## config.mk

```make
export PLATFORM = sky130hd
export DESIGN_NAME = deque_with_bag_search_flat
export DESIGN_NICKNAME = d
export VERILOG_FILES = /design/src/hdl/dqbs_pkg.sv /design/src/hdl/dqbs_if.sv /design/src/hdl/dqbs_rsp_reg.sv /design/src/hdl/deque_with_bag_search.sv /design/src/flat_wrapper.sv
export SDC_FILE = /design/constraint.sdc
export NUM_CORES = 1
export LEC_CHECK = 0
export BUFFER_PORTS_ARGS = -buffer_cell sky130_fd_sc_hd__clkbuf_2
export CAP_MARGIN = 20
export CORE_MARGIN = 2
export CORE_UTILIZATION = 65
export CTS_CLUSTER_DIAMETER = 30
export CTS_CLUSTER_SIZE = 25
export DETAILED_ROUTE_END_ITERATION = 7
export GPL_TIMING_DRIVEN = 0
export PLACE_DENSITY = 0.9
export SLEW_MARGIN = 20
export SYNTH_ARGS = -nofsm -noshare
export SYNTH_HDL_FRONTEND = slang
export SYNTH_SLANG_ARGS = --single-unit
```

## constraint.sdc

```tcl
create_clock -name clk -period 8 [get_ports clk]
set_input_delay 0.8 -clock clk [delete_from_list [all_inputs] [get_ports clk]]
set_output_delay 0.8 -clock clk [all_outputs]
set_load 0.05 [all_outputs]
```

## src/hdl/dqbs_pkg.sv

```systemverilog
`timescale 1ns / 1ps

package dqbs_pkg;

	localparam int CAPACITY_DEF    = 16;
	localparam int VALUE_WIDTH_DEF = 32;

	typedef enum logic [2:0] {
		CMD_ADD_FRONT = 3'd0,
		CMD_ADD_BACK  = 3'd1,
		CMD_REM_FRONT = 3'd2,
		CMD_REM_BACK  = 3'd3,
		CMD_CONTAINS  = 3'd4,
		CMD_REM_VALUE = 3'd5
	} cmd_t;

	typedef enum logic [1:0] {
		ST_OK    = 2'd0,
		ST_EMPTY = 2'd1,
		ST_FULL  = 2'd2
	} status_t;

	typedef enum logic [2:0] {
		S_IDLE,
		S_SCAN,
		S_SHIFT,
		S_RD_FRONT,
		S_RD_BACK,
		S_FIN
	} state_t;

	typedef struct packed {
		status_t status;
		logic    found;
		logic    is_empty;
	} flags_t;

endpackage

```

## src/hdl/dqbs_if.sv

```systemverilog
`timescale 1ns / 1ps

interface dqbs_in_if import dqbs_pkg::*; #(
	parameter int VALUE_WIDTH = VALUE_WIDTH_DEF
) ();
	logic                          valid;
	logic                          ready;
	logic [2:0]                    command;
	logic signed [VALUE_WIDTH-1:0] item_value;

	modport source (output valid, output command, output item_value, input ready);
	modport sink   (input valid, input command, input item_value, output ready);
endinterface

interface dqbs_out_if import dqbs_pkg::*; #(
	parameter int CAPACITY    = CAPACITY_DEF,
	parameter int VALUE_WIDTH = VALUE_WIDTH_DEF
) ();
	localparam int CNT_W = $clog2(CAPACITY + 1);

	logic                          valid;
	logic                          ready;
	logic [1:0]                    status;
	logic                          found;
	logic signed [VALUE_WIDTH-1:0] front_value;
	logic signed [VALUE_WIDTH-1:0] back_value;
	logic [CNT_W-1:0]              entry_count;
	logic                          is_empty;

	modport source (output valid, output status, output found, output front_value,
		output back_value, output entry_count, output is_empty, input ready);
	modport sink   (input valid, input status, input found, input front_value,
		input back_value, input entry_count, input is_empty, output ready);
endinterface

```

## src/hdl/dqbs_rsp_reg.sv

```systemverilog
`timescale 1ns / 1ps

module dqbs_rsp_reg import dqbs_pkg::*; #(
	parameter int CAPACITY    = CAPACITY_DEF,
	parameter int VALUE_WIDTH = VALUE_WIDTH_DEF
) (
	input  logic                          clk,
	input  logic                          arst_n,
	input  logic                          load,
	input  flags_t                        flags,
	input  logic signed [VALUE_WIDTH-1:0] front,
	input  logic signed [VALUE_WIDTH-1:0] back,
	input  logic [$clog2(CAPACITY+1)-1:0] count,
	output logic                          free,
	dqbs_out_if.source                    response
);

	localparam int CNT_W = $clog2(CAPACITY + 1);

	logic                          valid_q;
	flags_t                        flags_q;
	logic signed [VALUE_WIDTH-1:0] front_q;
	logic signed [VALUE_WIDTH-1:0] back_q;
	logic [CNT_W-1:0]              count_q;

	// a new word may enter when the slot is empty or drains this cycle
	assign free = !valid_q || response.ready;

	always_ff @(posedge clk or negedge arst_n) begin
		if (!arst_n) begin
			valid_q <= 1'b0;
		end else if (load) begin
			valid_q <= 1'b1;
		end else if (response.ready) begin
			valid_q <= 1'b0;
		end
	end

	always_ff @(posedge clk) begin
		if (load) begin
			flags_q <= flags;
			front_q <= front;
			back_q  <= back;
			count_q <= count;
		end
	end

	assign response.valid       = valid_q;
	assign response.status      = flags_q.status;
	assign response.found       = flags_q.found;
	assign response.is_empty    = flags_q.is_empty;
	assign response.front_value = front_q;
	assign response.back_value  = back_q;
	assign response.entry_count = count_q;

endmodule

```

## src/hdl/deque_with_bag_search.sv

```systemverilog
`timescale 1ns / 1ps

// channel    dir  payload
// request    in   command, item_value
// response   out  status, found, front_value, back_value, entry_count, is_empty
//
// one word at a time; the store is a single memory with one read and one write port
// add and end removals read the front, then the back, then finish; an empty store skips both reads
// contains/remove value scan one entry per cycle, remove value then moves the tail
// one entry per cycle toward the front
// reset clears head, count and the control state, no clearing pass over the memory
// a stalled response waits in its output register while the next word is processed

module deque_with_bag_search import dqbs_pkg::*; #(
	parameter int CAPACITY    = CAPACITY_DEF,
	parameter int VALUE_WIDTH = VALUE_WIDTH_DEF
) (
	input  logic       clk,
	input  logic       arst_n,
	dqbs_in_if.sink    request,
	dqbs_out_if.source response
);

	localparam int IDX_W = $clog2(CAPACITY);
	localparam int CNT_W = $clog2(CAPACITY + 1);
	localparam logic [CNT_W-1:0] CAP_C    = CNT_W'(CAPACITY);
	localparam logic [IDX_W-1:0] LAST_IDX = IDX_W'(CAPACITY - 1);

	function automatic logic [IDX_W-1:0] slot(input logic [IDX_W-1:0] head,
		input logic [CNT_W-1:0] pos);
		logic [CNT_W:0] sum;
		sum = (CNT_W+1)'(head) + (CNT_W+1)'(pos);
		if (sum >= (CNT_W+1)'(CAP_C)) begin
			sum = sum - (CNT_W+1)'(CAP_C);
		end
		return sum[IDX_W-1:0];
	endfunction

	logic [VALUE_WIDTH-1:0] mem [CAPACITY];
	logic [VALUE_WIDTH-1:0] rdata_q;

	state_t                 state_q, state_d;
	logic [IDX_W-1:0]       head_q, head_d;
	logic [CNT_W-1:0]       count_q, count_d;
	logic [CNT_W-1:0]       pos_q, pos_d;
	logic [CNT_W-1:0]       cmp_pos_q, cmp_pos_d;
	logic                   cmp_vld_q, cmp_vld_d;
	logic [2:0]             cmd_q, cmd_d;
	logic [VALUE_WIDTH-1:0] val_q, val_d;
	logic [VALUE_WIDTH-1:0] front_q, front_d;
	status_t                status_q, status_d;
	logic                   found_q, found_d;

	logic                   rd_en;
	logic [IDX_W-1:0]       rd_addr;
	logic                   wr_en;
	logic [IDX_W-1:0]       wr_addr;
	logic [VALUE_WIDTH-1:0] wr_data;
	logic                   load;
	logic                   rsp_free;
	flags_t                 flags;

	always_comb begin
		state_d   = state_q;
		head_d    = head_q;
		count_d   = count_q;
		pos_d     = pos_q;
		cmp_pos_d = cmp_pos_q;
		cmp_vld_d = cmp_vld_q;
		cmd_d     = cmd_q;
		val_d     = val_q;
		front_d   = front_q;
		status_d  = status_q;
		found_d   = found_q;
		rd_en     = 1'b0;
		rd_addr   = slot(head_q, pos_q);
		wr_en     = 1'b0;
		wr_addr   = slot(head_q, cmp_pos_q);
		wr_data   = rdata_q;
		load      = 1'b0;
		request.ready = 1'b0;

		case (state_q)
			S_IDLE: begin
				request.ready = 1'b1;
				if (request.valid) begin
					cmd_d     = request.command;
					val_d     = request.item_value;
					status_d  = ST_OK;
					found_d   = 1'b0;
					pos_d     = '0;
					cmp_vld_d = 1'b0;
					state_d   = S_RD_FRONT;
					case (request.command)
						CMD_ADD_FRONT, CMD_ADD_BACK: begin
							if (count_q == CAP_C) begin
								status_d = ST_FULL;
							end else begin
								wr_en   = 1'b1;
								wr_data = request.item_value;
								count_d = count_q + 1'b1;
								if (request.command == CMD_ADD_FRONT) begin
									head_d  = (head_q == '0) ? LAST_IDX : head_q - 1'b1;
									wr_addr = head_d;
								end else begin
									wr_addr = slot(head_q, count_q);
								end
							end
						end
						CMD_REM_FRONT, CMD_REM_BACK: begin
							if (count_q == '0) begin
								status_d = ST_EMPTY;
							end else begin
								count_d = count_q - 1'b1;
								if (request.command == CMD_REM_FRONT) begin
									head_d = (head_q == LAST_IDX) ? '0 : head_q + 1'b1;
								end
							end
						end
						CMD_CONTAINS, CMD_REM_VALUE: begin
							if (count_q == '0) begin
								status_d = ST_EMPTY;
							end else begin
								state_d = S_SCAN;
							end
						end
						default: ;
					endcase
				end
			end
			S_SCAN: begin
				// read runs one entry ahead of the compare
				cmp_vld_d = pos_q < count_q;
				cmp_pos_d = pos_q;
				if (pos_q < count_q) begin
					rd_en = 1'b1;
					pos_d = pos_q + 1'b1;
				end
				if (cmp_vld_q && rdata_q == val_q) begin
					found_d   = 1'b1;
					cmp_vld_d = 1'b0;
					if (cmd_q == CMD_REM_VALUE) begin
						state_d   = S_SHIFT;
						pos_d     = cmp_pos_q + 1'b1;
						cmp_pos_d = cmp_pos_q;
					end else begin
						state_d = S_RD_FRONT;
					end
				end else if (!cmp_vld_q && pos_q >= count_q) begin
					state_d = S_RD_FRONT;
				end
			end
			S_SHIFT: begin
				// pos_q reads, cmp_pos_q writes one place toward the front
				cmp_vld_d = pos_q < count_q;
				if (pos_q < count_q) begin
					rd_en = 1'b1;
					pos_d = pos_q + 1'b1;
				end
				if (cmp_vld_q) begin
					wr_en     = 1'b1;
					cmp_pos_d = cmp_pos_q + 1'b1;
				end
				if (!cmp_vld_q && pos_q >= count_q) begin
					count_d = count_q - 1'b1;
					state_d = S_RD_FRONT;
				end
			end
			S_RD_FRONT: begin
				if (count_q == '0) begin
					state_d = S_FIN;
				end else begin
					rd_en   = 1'b1;
					rd_addr = slot(head_q, '0);
					state_d = S_RD_BACK;
				end
			end
			S_RD_BACK: begin
				rd_en   = 1'b1;
				rd_addr = slot(head_q, count_q - 1'b1);
				front_d = rdata_q;
				state_d = S_FIN;
			end
			S_FIN: begin
				if (rsp_free) begin
					load    = 1'b1;
					state_d = S_IDLE;
				end
			end
			default: begin
				state_d = S_IDLE;
			end
		endcase
	end

	always_ff @(posedge clk or negedge arst_n) begin
		if (!arst_n) begin
			state_q   <= S_IDLE;
			head_q    <= '0;
			count_q   <= '0;
			pos_q     <= '0;
			cmp_pos_q <= '0;
			cmp_vld_q <= 1'b0;
		end else begin
			state_q   <= state_d;
			head_q    <= head_d;
			count_q   <= count_d;
			pos_q     <= pos_d;
			cmp_pos_q <= cmp_pos_d;
			cmp_vld_q <= cmp_vld_d;
		end
	end

	always_ff @(posedge clk) begin
		cmd_q    <= cmd_d;
		val_q    <= val_d;
		front_q  <= front_d;
		status_q <= status_d;
		found_q  <= found_d;
	end

	always_ff @(posedge clk) begin
		if (wr_en) begin
			mem[wr_addr] <= wr_data;
		end
		if (rd_en) begin
			rdata_q <= mem[rd_addr];
		end
	end

	assign flags.status   = status_q;
	assign flags.found    = found_q;
	assign flags.is_empty = count_q == '0;

	dqbs_rsp_reg #(
		.CAPACITY    (CAPACITY),
		.VALUE_WIDTH (VALUE_WIDTH)
	) u_rsp_reg (
		.clk      (clk),
		.arst_n   (arst_n),
		.load     (load),
		.flags    (flags),
		.front    ((count_q == '0) ? '0 : front_q),
		.back     ((count_q == '0) ? '0 : rdata_q),
		.count    (count_q),
		.free     (rsp_free),
		.response (response)
	);

endmodule

```

## src/flat_wrapper.sv

```systemverilog
// flat-port wrapper written by rule: the top's interface ports become plain ports
module deque_with_bag_search_flat import dqbs_pkg::*;
#(
	parameter int CAPACITY    = CAPACITY_DEF,
	parameter int VALUE_WIDTH = VALUE_WIDTH_DEF
)
  (clk, arst_n, request_valid, request_command, request_item_value, request_ready, response_valid, response_status, response_found, response_front_value, response_back_value, response_entry_count, response_is_empty, response_ready);
  dqbs_in_if #(.VALUE_WIDTH(VALUE_WIDTH)) request_i ();
  dqbs_out_if #(.CAPACITY(CAPACITY), .VALUE_WIDTH(VALUE_WIDTH)) response_i ();
  input  logic clk;
  input  logic arst_n;
  input wire logic [$bits(request_i.valid)-1:0] request_valid;
  input wire logic [$bits(request_i.command)-1:0] request_command;
  input wire logic [$bits(request_i.item_value)-1:0] request_item_value;
  output wire logic [$bits(request_i.ready)-1:0] request_ready;
  output wire logic [$bits(response_i.valid)-1:0] response_valid;
  output wire logic [$bits(response_i.status)-1:0] response_status;
  output wire logic [$bits(response_i.found)-1:0] response_found;
  output wire logic [$bits(response_i.front_value)-1:0] response_front_value;
  output wire logic [$bits(response_i.back_value)-1:0] response_back_value;
  output wire logic [$bits(response_i.entry_count)-1:0] response_entry_count;
  output wire logic [$bits(response_i.is_empty)-1:0] response_is_empty;
  input wire logic [$bits(response_i.ready)-1:0] response_ready;
  assign request_i.valid = request_valid;
  assign request_i.command = request_command;
  assign request_i.item_value = request_item_value;
  assign request_ready = request_i.ready;
  assign response_valid = response_i.valid;
  assign response_status = response_i.status;
  assign response_found = response_i.found;
  assign response_front_value = response_i.front_value;
  assign response_back_value = response_i.back_value;
  assign response_entry_count = response_i.entry_count;
  assign response_is_empty = response_i.is_empty;
  assign response_i.ready = response_ready;
  deque_with_bag_search #(.CAPACITY(CAPACITY), .VALUE_WIDTH(VALUE_WIDTH)) u_core (.clk(clk), .arst_n(arst_n), .request(request_i), .response(response_i));
endmodule
```

==> metrics <==
status finished with violations; violated checks design-rule violations; I/O pin count 114; Max-Cap Viols 0; CTS Hold Bufs 0; delay-heaviest family, CP simple AND/OR/NAND/NOR gates; CP max stage delay 650 ps; clock sink count 711; Clock transition at path regs 60 ps; Hold Fails Final Rpt 0; layout cell share with drive strength beyond 1 0.1857; Yosys top cell area share 0.7120; CP endpoint u_core.rdata_q[13]; first-pass GRT wire length 122900 um; drc violations 4; R2R Setup Slk 3680 ps; Max Fanout on Critical Path 10; worst reg2reg path depth 12; Fmax achieved 231.3 MHz; DR vias 18880; pin count of the biggest net entering global routing 65; Max clock buf depth 3; RR Startpoint u_core.count_q[0]; die area 46280 sq um; H-tree depth 3; Worst R2R End u_core.rdata_q[13]; worst slack at placement 3930 ps; Die H 215.1 um; CTS resizes 0; ys async rst share 0.03376; Hold Crit Class input port to asynchronous set/reset pin; Final WS setup 3677 ps; CP most frequent cell mux2i_1; Worst Tran Pin Value 962.8 ps; dominant synthesized flop cell edfxtp_1; initial antenna violation count 3; Clk Latency, worst-skew pair 660 ps; GRT overflow 0; Req. time, crit path 8380 ps; core outline area 44120 sq um; DR iter-0 viols 3666; CP Launch Point u_core.count_q[0]; Root Buffer clkbuf_16; Cell variety after synth 61; RSZ-0062 raised after global routing false; global-route usage over all layers 0.3636; starting density of the core 0.6566; Die W 215.1 um; final net count 2091; Ys Warns 0; final core occ 0.7857; largest cells by area after synthesis edfxtp_1 71%, mux2i_1 10%, a22oi_1 3.4%, nand2_1 2.4%, dfrtp_1 2.1%; synthesized area per cell 16.27 sq um; setup TNS 0 ps; Cell Area, Synth 28970 sq um; CP max-delay cell clkbuf_1; Critical Path End Type register; cts bufs inserted 107; WS Path Type register to register; post-synth top area cell edfxtp_1; Vias/cell 6.965; Placer Congestion 0.8983; WL/cell 31.06 um; Crit path buffers/inverters 4; Seq/Total Area, Yosys 0.7328; dpl cells 2507; EDFF count, synth 687; Final Max Slew Viols 0; Critical Path Start Type register; final WL 84180 um; crit-path cells inv_1, ha_1, or4b_4, buf_6, clkinv_8, mux2i_1, o221ai_1, nor2_1, clkbuf_1, a22oi_1, nand2_1, mux2i_1; CTS tree yes; Post-Syn Instances 1781; Final setup violation count 0; period utilization 0.5404; Critical Path Stages 12; setup bufs post-CTS 0; Syn Nets 1848; HPWL after DPL 46350 um; Final min period 4323 ps; Post-DRT Antenna Nets 0; Rows 77; final std cells w/o fill 2710; Setup Skew 38.74 ps; CP arrival 4700 ps; Layout Area Growth over Synthesis 19.67%; DR pass1 iterations 8; port buffer count 113; post-synthesis register bit count 711; vias in the first global route 18990; Slew HR 0.3526
-- per-layer routing --
layer,GRT usage,share of wire,up-vias
met1,0.4560,0.33,9030
li1,-,-,7330
met2,0.5835,0.48,2039
met4,0.2223,0.065,0
met5,0,0,-
met3,0.08153,0.13,476
-- worst reg2reg max path, delay by kind of cell, from the launching register on --
family          cells  cell delay, ps
simple gates        3            1320
compound gates      2             520
fa+ha+maj           1             200
mux                 2             440
buf+inv             4            1090
flops               1             480
-- sequential cells by signal (all words and copies together) (netlist names), 2 cells and up --
signal and cells:
u_core.mem 512, u_core.front_q 32, u_core.rdata_q 32, u_core.u_rsp_reg.response.back_value 32
u_core.u_rsp_reg.response.front_value 32, u_core.val_q 32, u_core.cmp_pos_q 5, u_core.count_q 5
u_core.pos_q 5, u_core.u_rsp_reg.response.entry_count 5, u_core.head_q 4, u_core.cmd_q 3
u_core.state_q 3, u_core.status_q 2, u_core.u_rsp_reg.response.status 2
-- synthesized netlist by cell type (all sizes together) (6+ instances only) --
master / number
nor3: 10
a21o: 7
clkbuf: 42
nor2: 51
o31ai: 11
nand3: 11
nand4: 13
nand2b: 6
dfrtp: 24
o21ai: 18
a22oi: 130
buf: 45
inv: 23
xnor2: 48
ha: 24
nand2: 186
edfxtp: 687
mux2i: 293
a21oi: 27
and2: 70
xor2: 9
-- per-stage QoR --
step	hold slack, ps	area, sq um
6_report	167.2	34670
5_1_grt	202.1	34670
4_1_cts	178.6	34670
3_5_place_dp	413.3	30930
2_1_floorplan	400.3	28970
3_3_place_gp	408.0	30280
-- layout by cell type (no fill, tap or decap), types with 24 or more instances in the layout --
cell type	Yosys	final
a21oi_1	27	27
a22oi_1	130	130
and2_1	67	67
clkbuf_1	40	47
clkbuf_16	0	107
clkbuf_2	0	113
dfrtp_1	24	24
edfxtp_1	687	687
ha_1	24	24
mux2i_1	293	293
nand2_1	186	186
nor2_1	50	34
xnor2_1	48	48
-- logic make-up (layout without fill, tap and decap cells) --
family                   after synthesis  after routing  share of synthesized area
AO/OA/AOI/OAI                        216            216                    0.05333
XOR/XNOR                              57             57                    0.01723
adder cells (fa/ha/maj)               28             28                    0.01313
buffers and inverters                111            446                    0.02336
flip-flops                           711            711                     0.7328
multiplexers                         296            296                     0.1024
other                                  0              2                          0
AND/OR/NAND/NOR                      362            362                    0.05778
-- final cells by class --
cell class	instances	area, sq um
sequential	711	21230
fill	1875	9454
multi-input combinational	959	7202
clock buffer	115	2718
timing repair buffer	134	1084
clock inverter	86	1015
tap	592	740.7
buffer	87	574.3
inverter	24	102.6
antenna	2	5.005
-- worst min-delay path by stage --
stage | start | endpoint | slack, ps | cells after the start
after global routing | arst_n | u_core.state_q[1] | 200 | 1
final | arst_n | u_core.u_rsp_reg.response.valid | 170 | 1
after detailed placement | u_core.status_q[1] | u_core.u_rsp_reg.response.status[1] | 410 | 0
after global placement | u_core.status_q[1] | u_core.u_rsp_reg.response.status[1] | 410 | 0
after CTS | arst_n | u_core.state_q[0] | 180 | 1
after floorplan | u_core.found_q | u_core.u_rsp_reg.response.found | 400 | 0
Power is left out: the tool's default activity adds up to more than one toggle a clock period on the data nets, which glitch-free logic cannot reach.
